===== config.mk =====
export PLATFORM = sky130hd
export DESIGN_NAME = cursor_sequence_buffer_unit
export DESIGN_NICKNAME = d
export VERILOG_FILES = /design/src/sv/csb_pkg.sv /design/src/sv/cursor_sequence_buffer_unit.sv /design/src/sv/csb_ctrl.sv /design/src/sv/csb_datapath.sv
export SDC_FILE = /design/constraint.sdc
export NUM_CORES = 2
export LEC_CHECK = 0
export BUFFER_PORTS_ARGS = -buffer_cell sky130_fd_sc_hd__buf_2
export CAP_MARGIN = 20
export CORE_ASPECT_RATIO = 1.5
export CORE_UTILIZATION = 64
export DETAILED_ROUTE_END_ITERATION = 8
export PLACE_DENSITY = 0.81
export SYNTH_ARGS = -nofsm -noshare
export SYNTH_HDL_FRONTEND = slang
export SYNTH_SLANG_ARGS = --single-unit

===== constraint.sdc =====
create_clock -name clk -period 6.9 [get_ports clk]
set_clock_uncertainty 0.1 [all_clocks]
set_input_delay 1.38 -clock clk [delete_from_list [all_inputs] [get_ports clk]]
set_output_delay 1.38 -clock clk [all_outputs]
set_load 0.01 [all_outputs]

===== src/sv/csb_pkg.sv =====
// Package for the cursor sequence buffer.
// Holds request/result types, command and status codes and default sizes.
// No dependencies.
package csb_pkg;

  localparam int unsigned CAPACITY_DEF   = 32;
  localparam int unsigned DATA_WIDTH_DEF = 32;

  localparam int unsigned KIND_W  = 3;
  localparam int unsigned VALUE_W = 32;
  localparam int unsigned COUNT_W = 6;
  localparam int unsigned STAT_W  = 2;

  typedef enum logic [KIND_W-1:0] {
    KIND_START   = 3'd0,
    KIND_ADVANCE = 3'd1,
    KIND_INSERT  = 3'd2,
    KIND_ATTACH  = 3'd3,
    KIND_REMOVE  = 3'd4,
    KIND_READ    = 3'd5
  } kind_t;

  typedef enum logic [STAT_W-1:0] {
    STAT_OK    = 2'd0,
    STAT_FULL  = 2'd1,
    STAT_NOCUR = 2'd2
  } status_t;

  typedef struct packed {
    logic [KIND_W-1:0]  kind;
    logic [VALUE_W-1:0] item_value;
  } csb_in_t;

  typedef struct packed {
    logic [VALUE_W-1:0] current_value;
    logic               has_current;
    logic [COUNT_W-1:0] item_count;
    logic [STAT_W-1:0]  status;
  } csb_out_t;

  typedef struct packed {
    logic load;
    logic exec;
    logic report;
  } csb_ctl_t;

endpackage


===== src/sv/cursor_sequence_buffer_unit.sv =====
// Top level of the cursor sequence buffer.
// Joins the controller and the datapath; depends on csb_pkg, csb_ctrl and csb_datapath.
//
// Usage:
//   Request channel: drive in_req and raise start; the request is taken at a
//   rising edge where start is high and busy is low. busy stays high until
//   the result has been captured.
//   Result channel: out_valid is high for exactly one cycle and out_rsp holds
//   the result in that cycle. The receiver cannot stall; it must take the
//   result in that cycle.
//   Sequence: the request is registered in the load step, the execute step
//   updates cursor, fill and status with the parallel cell shift, and the
//   report step registers the read of the cursor cell with the strobe. The
//   block takes no new request while busy; busy drops in the strobe cycle,
//   so the next request may be taken then.
//   Reset (rst_n low, synchronous): cursor and fill go to zero, the
//   controller goes idle and no strobe is pending. Entry cells are not
//   cleared; only entries below the fill count are ever read.
module cursor_sequence_buffer_unit #(
  parameter int unsigned CAPACITY   = csb_pkg::CAPACITY_DEF,
  parameter int unsigned DATA_WIDTH = csb_pkg::DATA_WIDTH_DEF
) (
  input  logic              clk,
  input  logic              rst_n,
  input  logic              start,
  output logic              busy,
  input  csb_pkg::csb_in_t  in_req,
  output logic              out_valid,
  output csb_pkg::csb_out_t out_rsp
);

  csb_pkg::csb_ctl_t ctl;

  csb_ctrl u_ctrl (
    .clk       (clk),
    .rst_n     (rst_n),
    .start     (start),
    .busy      (busy),
    .out_valid (out_valid),
    .ctl       (ctl)
  );

  csb_datapath #(
    .CAPACITY   (CAPACITY),
    .DATA_WIDTH (DATA_WIDTH)
  ) u_datapath (
    .clk     (clk),
    .rst_n   (rst_n),
    .ctl     (ctl),
    .in_req  (in_req),
    .out_rsp (out_rsp)
  );

endmodule


===== src/sv/csb_ctrl.sv =====
// Controller for the cursor sequence buffer.
// Sequences each request through load, execute and report; drives busy and the strobe.
// Depends on csb_pkg.
module csb_ctrl (
  input  logic              clk,
  input  logic              rst_n,
  input  logic              start,
  output logic              busy,
  output logic              out_valid,
  output csb_pkg::csb_ctl_t ctl
);

  typedef enum logic [2:0] {
    ST_IDLE   = 3'b001,
    ST_EXEC   = 3'b010,
    ST_REPORT = 3'b100
  } state_t;

  state_t state_r, state_nxt;
  logic   out_valid_r, out_valid_nxt;

  always_comb begin
    state_nxt     = state_r;
    out_valid_nxt = 1'b0;
    ctl           = '0;
    case (state_r)
      ST_IDLE: begin
        if (start) begin
          ctl.load  = 1'b1;
          state_nxt = ST_EXEC;
        end
      end
      ST_EXEC: begin
        ctl.exec  = 1'b1;
        state_nxt = ST_REPORT;
      end
      ST_REPORT: begin
        ctl.report    = 1'b1;
        out_valid_nxt = 1'b1;
        state_nxt     = ST_IDLE;
      end
      default: begin
        state_nxt = ST_IDLE;
      end
    endcase
  end

  always_ff @(posedge clk) begin
    if (!rst_n) begin
      state_r     <= ST_IDLE;
      out_valid_r <= 1'b0;
    end else begin
      state_r     <= state_nxt;
      out_valid_r <= out_valid_nxt;
    end
  end

  assign busy      = (state_r != ST_IDLE);
  assign out_valid = out_valid_r;

endmodule


===== src/sv/csb_datapath.sv =====
// Datapath for the cursor sequence buffer.
// Holds the entry cells, cursor and fill; every cell shifts, holds or loads in parallel.
// Depends on csb_pkg.
module csb_datapath #(
  parameter int unsigned CAPACITY   = csb_pkg::CAPACITY_DEF,
  parameter int unsigned DATA_WIDTH = csb_pkg::DATA_WIDTH_DEF
) (
  input  logic              clk,
  input  logic              rst_n,
  input  csb_pkg::csb_ctl_t ctl,
  input  csb_pkg::csb_in_t  in_req,
  output csb_pkg::csb_out_t out_rsp
);

  localparam int unsigned CW   = $clog2(CAPACITY + 1);
  localparam int unsigned IW   = (CAPACITY > 1) ? $clog2(CAPACITY) : 1;
  localparam int unsigned XW   = (DATA_WIDTH > csb_pkg::VALUE_W) ? DATA_WIDTH : csb_pkg::VALUE_W;
  localparam int unsigned FW   = (CW > csb_pkg::COUNT_W) ? CW : csb_pkg::COUNT_W;

  csb_pkg::csb_in_t  req_r;
  csb_pkg::csb_out_t rsp_r;
  logic [DATA_WIDTH-1:0] cells_r [CAPACITY];
  logic [DATA_WIDTH-1:0] cell_lo [CAPACITY];
  logic [DATA_WIDTH-1:0] cell_hi [CAPACITY];
  logic [CW-1:0] cursor_r, cursor_nxt;
  logic [CW-1:0] fill_r, fill_nxt;
  logic [CW-1:0] pos;
  logic [csb_pkg::STAT_W-1:0] status_r, status_nxt;
  logic have, full, do_ins, do_rem;
  logic [XW-1:0] val_ext, cur_ext;
  logic [FW-1:0] fill_ext;
  logic [DATA_WIDTH-1:0] dval;

  assign val_ext = XW'(req_r.item_value);
  assign dval    = val_ext[DATA_WIDTH-1:0];
  assign have    = (cursor_r < fill_r);
  assign full    = (fill_r == CW'(CAPACITY));

  always_comb begin
    cursor_nxt = cursor_r;
    fill_nxt   = fill_r;
    status_nxt = csb_pkg::STAT_OK;
    pos        = cursor_r;
    do_ins     = 1'b0;
    do_rem     = 1'b0;
    case (req_r.kind)
      csb_pkg::KIND_START: begin
        cursor_nxt = '0;
      end
      csb_pkg::KIND_ADVANCE: begin
        if (!have) begin
          status_nxt = csb_pkg::STAT_NOCUR;
        end else begin
          cursor_nxt = cursor_r + CW'(1);
        end
      end
      csb_pkg::KIND_INSERT: begin
        pos = have ? cursor_r : '0;
        if (full) begin
          status_nxt = csb_pkg::STAT_FULL;
        end else begin
          do_ins     = 1'b1;
          cursor_nxt = pos;
          fill_nxt   = fill_r + CW'(1);
        end
      end
      csb_pkg::KIND_ATTACH: begin
        pos = have ? (cursor_r + CW'(1)) : fill_r;
        if (full) begin
          status_nxt = csb_pkg::STAT_FULL;
        end else begin
          do_ins     = 1'b1;
          cursor_nxt = pos;
          fill_nxt   = fill_r + CW'(1);
        end
      end
      csb_pkg::KIND_REMOVE: begin
        if (!have) begin
          status_nxt = csb_pkg::STAT_NOCUR;
        end else begin
          do_rem   = 1'b1;
          fill_nxt = fill_r - CW'(1);
        end
      end
      default: begin
      end
    endcase
  end

  for (genvar i = 0; i < CAPACITY; i++) begin : g_cell
    if (i > 0) begin : g_lo
      assign cell_lo[i] = cells_r[i-1];
    end else begin : g_lo0
      assign cell_lo[i] = cells_r[i];
    end
    if (i + 1 < CAPACITY) begin : g_hi
      assign cell_hi[i] = cells_r[i+1];
    end else begin : g_hi0
      assign cell_hi[i] = cells_r[i];
    end

    always_ff @(posedge clk) begin
      if (ctl.exec) begin
        if (do_ins) begin
          if (CW'(i) == pos) begin
            cells_r[i] <= dval;
          end else if (CW'(i) > pos) begin
            cells_r[i] <= cell_lo[i];
          end
        end else if (do_rem && (CW'(i) >= cursor_r)) begin
          cells_r[i] <= cell_hi[i];
        end
      end
    end
  end

  always_ff @(posedge clk) begin
    if (!rst_n) begin
      cursor_r <= '0;
      fill_r   <= '0;
    end else if (ctl.exec) begin
      cursor_r <= cursor_nxt;
      fill_r   <= fill_nxt;
    end
  end

  always_ff @(posedge clk) begin
    if (ctl.load) begin
      req_r <= in_req;
    end
    if (ctl.exec) begin
      status_r <= status_nxt;
    end
  end

  assign cur_ext  = XW'(cells_r[cursor_r[IW-1:0]]);
  assign fill_ext = FW'(fill_r);

  always_ff @(posedge clk) begin
    if (ctl.report) begin
      rsp_r.current_value <= have ? cur_ext[csb_pkg::VALUE_W-1:0] : '0;
      rsp_r.has_current   <= have;
      rsp_r.item_count    <= fill_ext[csb_pkg::COUNT_W-1:0];
      rsp_r.status        <= status_r;
    end
  end

  assign out_rsp = rsp_r;

endmodule


; Word-level counts from Yosys, hierarchy flattened
; Memories as Yosys holds them, arrays and structs flattened. A register that Yosys moved wholly into a read port is not among the register bits.
; Cells that the tools add are included.
[totals]
regBits = 62
rom_bits = 0
inputBits = 38
latchBits = 0
elab_cells = 733
mem_count = 1
ramBits = 1024
[memory_table]
columns = memory, words, word_bits, read_ports, rd_clocked_by_memory_dff, write_ports, line
row1 = u_datapath.cells_r, 32, 32, 33, 1, 32, csb_datapath.sv:22  ; logic [DATA_WIDTH-1:0] cells_r [CAPACITY];
[op_classes]
n_mul = 0
muxes = 503
reduce_logical = 41
n_shift = 0
n_bitwise = 64
n_div = 0
n_lt_le_gt_ge = 65
n_addsub = 3
n_eq_ne = 46
[ops]
columns = cell, n
row1 = $mux 32, 64
row2 = $mux 1, 425
row3 = $eq 5x6->1 const A, 16
row4 = $ge 5x6->1 const A, 16
row5 = $gt 5x6->1 const A, 16
row6 = $or 1x1->1, 64
row7 = $eq 4x6->1 const A, 8
row8 = $ge 4x6->1 const A, 8
row9 = $gt 4x6->1 const A, 8
row10 = $mux 6, 7
row11 = $logic_and 1x1->1, 32
row12 = $eq 3x6->1 const A, 4
row13 = $ge 3x6->1 const A, 4
row14 = $gt 3x6->1 const A, 4
row15 = $pmux 6 s2, 2
row16 = $pmux 6 s4, 1
row17 = $add 6x1->6 const B, 2
row18 = $eq 2x6->1 const A, 2
row19 = $ge 1x6->1 const A, 2
row20 = $ge 2x6->1 const A, 2
row21 = $gt 1x6->1 const A, 2
row22 = $gt 2x6->1 const A, 2
row23 = $eq 3x2->1 const B, 3
row24 = $ne 2x2->1 const B, 4
row25 = other kinds (20), 24

; Longest topological paths before layout
[logic_depth]
depth_word = 11
ltp_mapped = 16
ltp_nobuf = 13

; By module
; Synthesis repeated with hierarchy kept, for this count alone.
[unflattened]
hier_cells = 6075
hier_area_um2 = 66234.8
[modules_own_cells]
columns = module, cells_per_inst, n_inst, area_per_inst_um2
row1 = csb_datapath, 6059, 1, 66062.1
row2 = csb_ctrl, 16, 1, 172.7

; Worst setup path before layout
; No wires, ideal clock.
[synth_path]
path_type = register -> register
from = register u_datapath.cursor_r[1]
to = memory u_datapath.cells_r[16][0] in the netlist's numbering (enable)
n_path_buf = 5
stages_incl_launch_ff = 13
t_arrival_ps = 4923
slack_ps = 1412
setup_ps = 466
period_less_slack_ps = 5488
path_cell_list = dfxtp_1 > buf_2 > clkbuf_1 > inv_2 > buf_1 > clkbuf_1 > ha_1 > mux2i_1 > o21ai_0 > buf_2 > nor2_1 > a31oi_1 > o21ai_0
[synth_lines]
columns = element, line
row1 = from (decl), csb_datapath.sv:25  ; logic [CW-1:0] cursor_r, cursor_nxt;
row2 = from (signal assigned), csb_datapath.sv:122  ; cursor_r <= cursor_nxt;
row3 = to (decl), csb_datapath.sv:22

==> flow_summary.toml <==
[status]
status = "finished, final reports clean"

[power]
total_power_mw = 14.3
vdd_drop_max_uv = 241
p_per_area_nw_per_um2 = 207
leakage_nw = 25.1

[global_routing]
antenna_found_initial = 5
grt_max_degree = 105
track_usage = 0.371
grt_overflow_total = 0
grt_pass1_vias = 46300
grt_pass1_wl_um = 283000

[timing]
max_slew_margin = 0.208
finalHoldViolCount = 0
grt_setup_unrepaired = "no"
setup_viol = 0
tightestPinTransition_ns = 1.19
finalCriticalPeriod_ns = 5.85
fmax_mhz = 171
slew_viol_final = 0
finalCritPeriodShare = 0.848
tns_ns = 0
fin_ws_ns = 1.05

[worst_hold_path]
min_path_cells = 0
hold_end = "u_datapath.out_rsp[1]$_DFFE_PP_"
hp-start = "u_datapath.status_r[1]$_DFFE_PP_"
hold_path_class = "flop to flop"

[worst_setup_path]
rr_worst_depth = 11
endpoint_kind = "flop"
cpMostUsedCell = "nand2_1"
cpMaxStageDelayCell = "o221ai_1"
cp-start-kind = "flop"
required_ns = 7.05
r2r-start = "u_datapath.fill_ext[4]$_SDFFE_PN0P_"
worstPathMaxFanout = 48
cp_num_buf_inv = 2
critPathMaxStageDelay_ns = 0.91
crit_family = "compound AO/OA/AOI/OAI gates"
cp_cell_sequence = "inv_1 > ha_1 > nand2_1 > o21ai_0 > a21o_2 > inv_2 > mux2i_1 > o221ai_1 > nand2_1 > nand2_2 > nand2b_2"
r2r_end = "u_datapath.cells_r[11][4]$_DFFE_PP_"
r2r_slack_ns = 1.05
critPathKind = "flop to flop"
arrival_ns = 6.00

[synth]
syn_area_sq_um = 63900
synth_top_cell_area_share = 0.517
synthTopCellsByArea = "edfxtp_1, mux2i_1, mux4_2"
synth-seq-area-share = 0.522
synth_cells = 5503
synth-edff-count = 1102
synth_top_family_by_area = "multiplexers"
synth_compound_area_frac = 0.104
synth_fp_nets = 5554
ys_async_sr_fraction = 0
yosys.area_share.simple = 0.0891
yosys_warnings = 0
synthTopCellsByCount = "edfxtp_1, nand2_1, mux2i_1, o21ai_0, clkbuf_1"
synth_fa_ha_area_frac = 0.00266
ys_ff_latch = 1118
synthFlopType = "edfxtp_1"
yosys.area.top_type = "edfxtp_1"
synth-xor-area-share = 0.00110
avgSynthCellArea_sq_um = 11.6
synth_cell_type_count = 76
synthMostInstantiatedCell = "edfxtp_1"
synthMuxAreaShare = 0.243

[clock_network]
clk_latency_ns = 0.73
root_buffer = "clkbuf_16"
clockBufferDepth = 3
htree_num_levels = 3
ctsResizeCount = 0
cts_tree = "yes"
post_cts_buffers = 0
clk_pin_slew_ns = 0.07
clock-sinks = 1118
cts-hold-fix-buffers = 0
cts_inserted_buffers = 105

[placed_design]
hpwl_um = 129000
place_area_sq_um = 65400
pre_cts_slack_ns = 1.35
io_buffers = 80
place_congestion = 0.940
place_inst = 6493

[die]
core_sq_um = 98800
io_pins = 81
initial_utilization = 0.647
die_h_um = 389
rows = 141
die_w_um = 260
die_area_sq_um = 101000

[final_layout]
finalInstanceArea_sq_um = 68900
antenna-diode-count = 0
fillers = 6894
seq_area_sq_um = 33400
drive_above_1_share = 0.150
areaGrowthSynthToFinish_pct = 7.68
multiInputGateArea_sq_um = 28700
nNetsFinal = 5367
instances_no_fill = 6688

[routing]
vias = 46900
via_per_inst = 7.01
firstDrtPassIters = 6
post_drt_wl_per_cell_um = 28.0
route.detailed.drc = 0
routed-wl-met3_um = 20200
ant_nets = 0
drt_iter0_markers = 5904
m1WireLength_um = 65100
routed.top_layer = "met5"
routed_wirelength_um = 187000
wl_met2_um = 91100

[run]
maxCapViolCount = 0
[logic make-up after synthesis]
| kind of cell | after synthesis |
|---|---|
| and+or+nand+nor | 1451 |
| muxes | 1200 |
| AOI/OAI and AO/OA | 1168 |
| DFF | 1118 |
| buffers and inverters | 545 |
| adders and majority gates | 13 |
| xor gates and xnor gates | 8 |
[stage by stage]
stage | hold slack [ns] | util
2_1_floorplan | 0.300 | -
3_3_place_gp | 0.307 | 0.662
3_5_place_dp | 0.317 | 0.662
4_1_cts | 0.332 | 0.696
5_1_grt | 0.331 | 0.697
6_report | 0.330 | 0.697
[final cells by class]
cell class              instances  area share
flip-flops and latches       1118       0.485
multi-input cells            3840       0.416
clock buffers                 123      0.0398
repair buffers                231      0.0252
well taps                    1287      0.0234
clock inverters                69     0.00890
inverters                      20     0.00109
[per-layer routing]
| metal | vias to the layer above | global-route usage |
|---|---|---|
| li1 | 20200 | - |
| met1 | 23000 | 0.463 |
| met2 | 3244 | 0.607 |
| met3 | 518 | 0.0734 |
| met4 | 6 | 0.205 |
| met5 | - | 0 |
[state kept, by name (all words and copies together) (netlist names)]
| signal | flops |
|---|---|
| u_datapath.req_r | 3 |
| u_datapath.cursor_r | 6 |
| u_datapath.fill_ext | 6 |
| u_ctrl.out_valid | 1 |
| u_datapath.status_r | 2 |
| u_ctrl.state_r | 3 |
| u_datapath.dval | 32 |
| u_datapath.out_rsp | 41 |
| u_datapath.cells_r | 1024 |
[cell usage in the layout, fill, tap and decap left out, drive strengths merged, types with 11 or more instances in the layout]
cell type  netlist  layout
a211oi          13      13
a21o            37      37
a21oi          174     174
a22o            33      33
a22oi           38      38
a31oi          132     132
and2            14      14
buf            155     231
clkbuf         370     123
clkinv           1      50
dfxtp           16      16
edfxtp        1102    1102
ha              12      12
inv             19      27
mux2            64      64
mux2i          859     859
mux4           277     277
nand2         1026    1026
nand2b          16      16
nand3           15      15
nor2           328     328
nor2b           11      11
o21ai          680     680
o22ai           27      27
or2             12      12
[how the worst max path moves through the flow]
stage                                        startpoint                                  end  slack (ns)  cells after the start
floorplan           u_datapath.cursor_r[1]$_SDFFE_PN0P_  u_datapath.cells_r[16][0]$_DFFE_PP_        1.41                     12
global placement    u_datapath.fill_ext[4]$_SDFFE_PN0P_   u_datapath.cells_r[9][9]$_DFFE_PP_        1.36                     13
detailed placement  u_datapath.fill_ext[4]$_SDFFE_PN0P_   u_datapath.cells_r[9][5]$_DFFE_PP_        1.35                     13
CTS                 u_datapath.fill_ext[4]$_SDFFE_PN0P_  u_datapath.cells_r[25][9]$_DFFE_PP_        1.27                     12
global route        u_datapath.fill_ext[4]$_SDFFE_PN0P_   u_datapath.cells_r[9][5]$_DFFE_PP_        0.87                     13
finish              u_datapath.fill_ext[4]$_SDFFE_PN0P_  u_datapath.cells_r[11][4]$_DFFE_PP_        1.05                     11
[power by group]
group | internal, mW | switching, mW | total [mW]
clock | 3.18 | 2.70 | 5.89
combinational | 0.311 | 0.490 | 0.801
sequential | 7.55 | 0.0428 | 7.59
No activity file was read; power rests on OpenSTA's default activity.
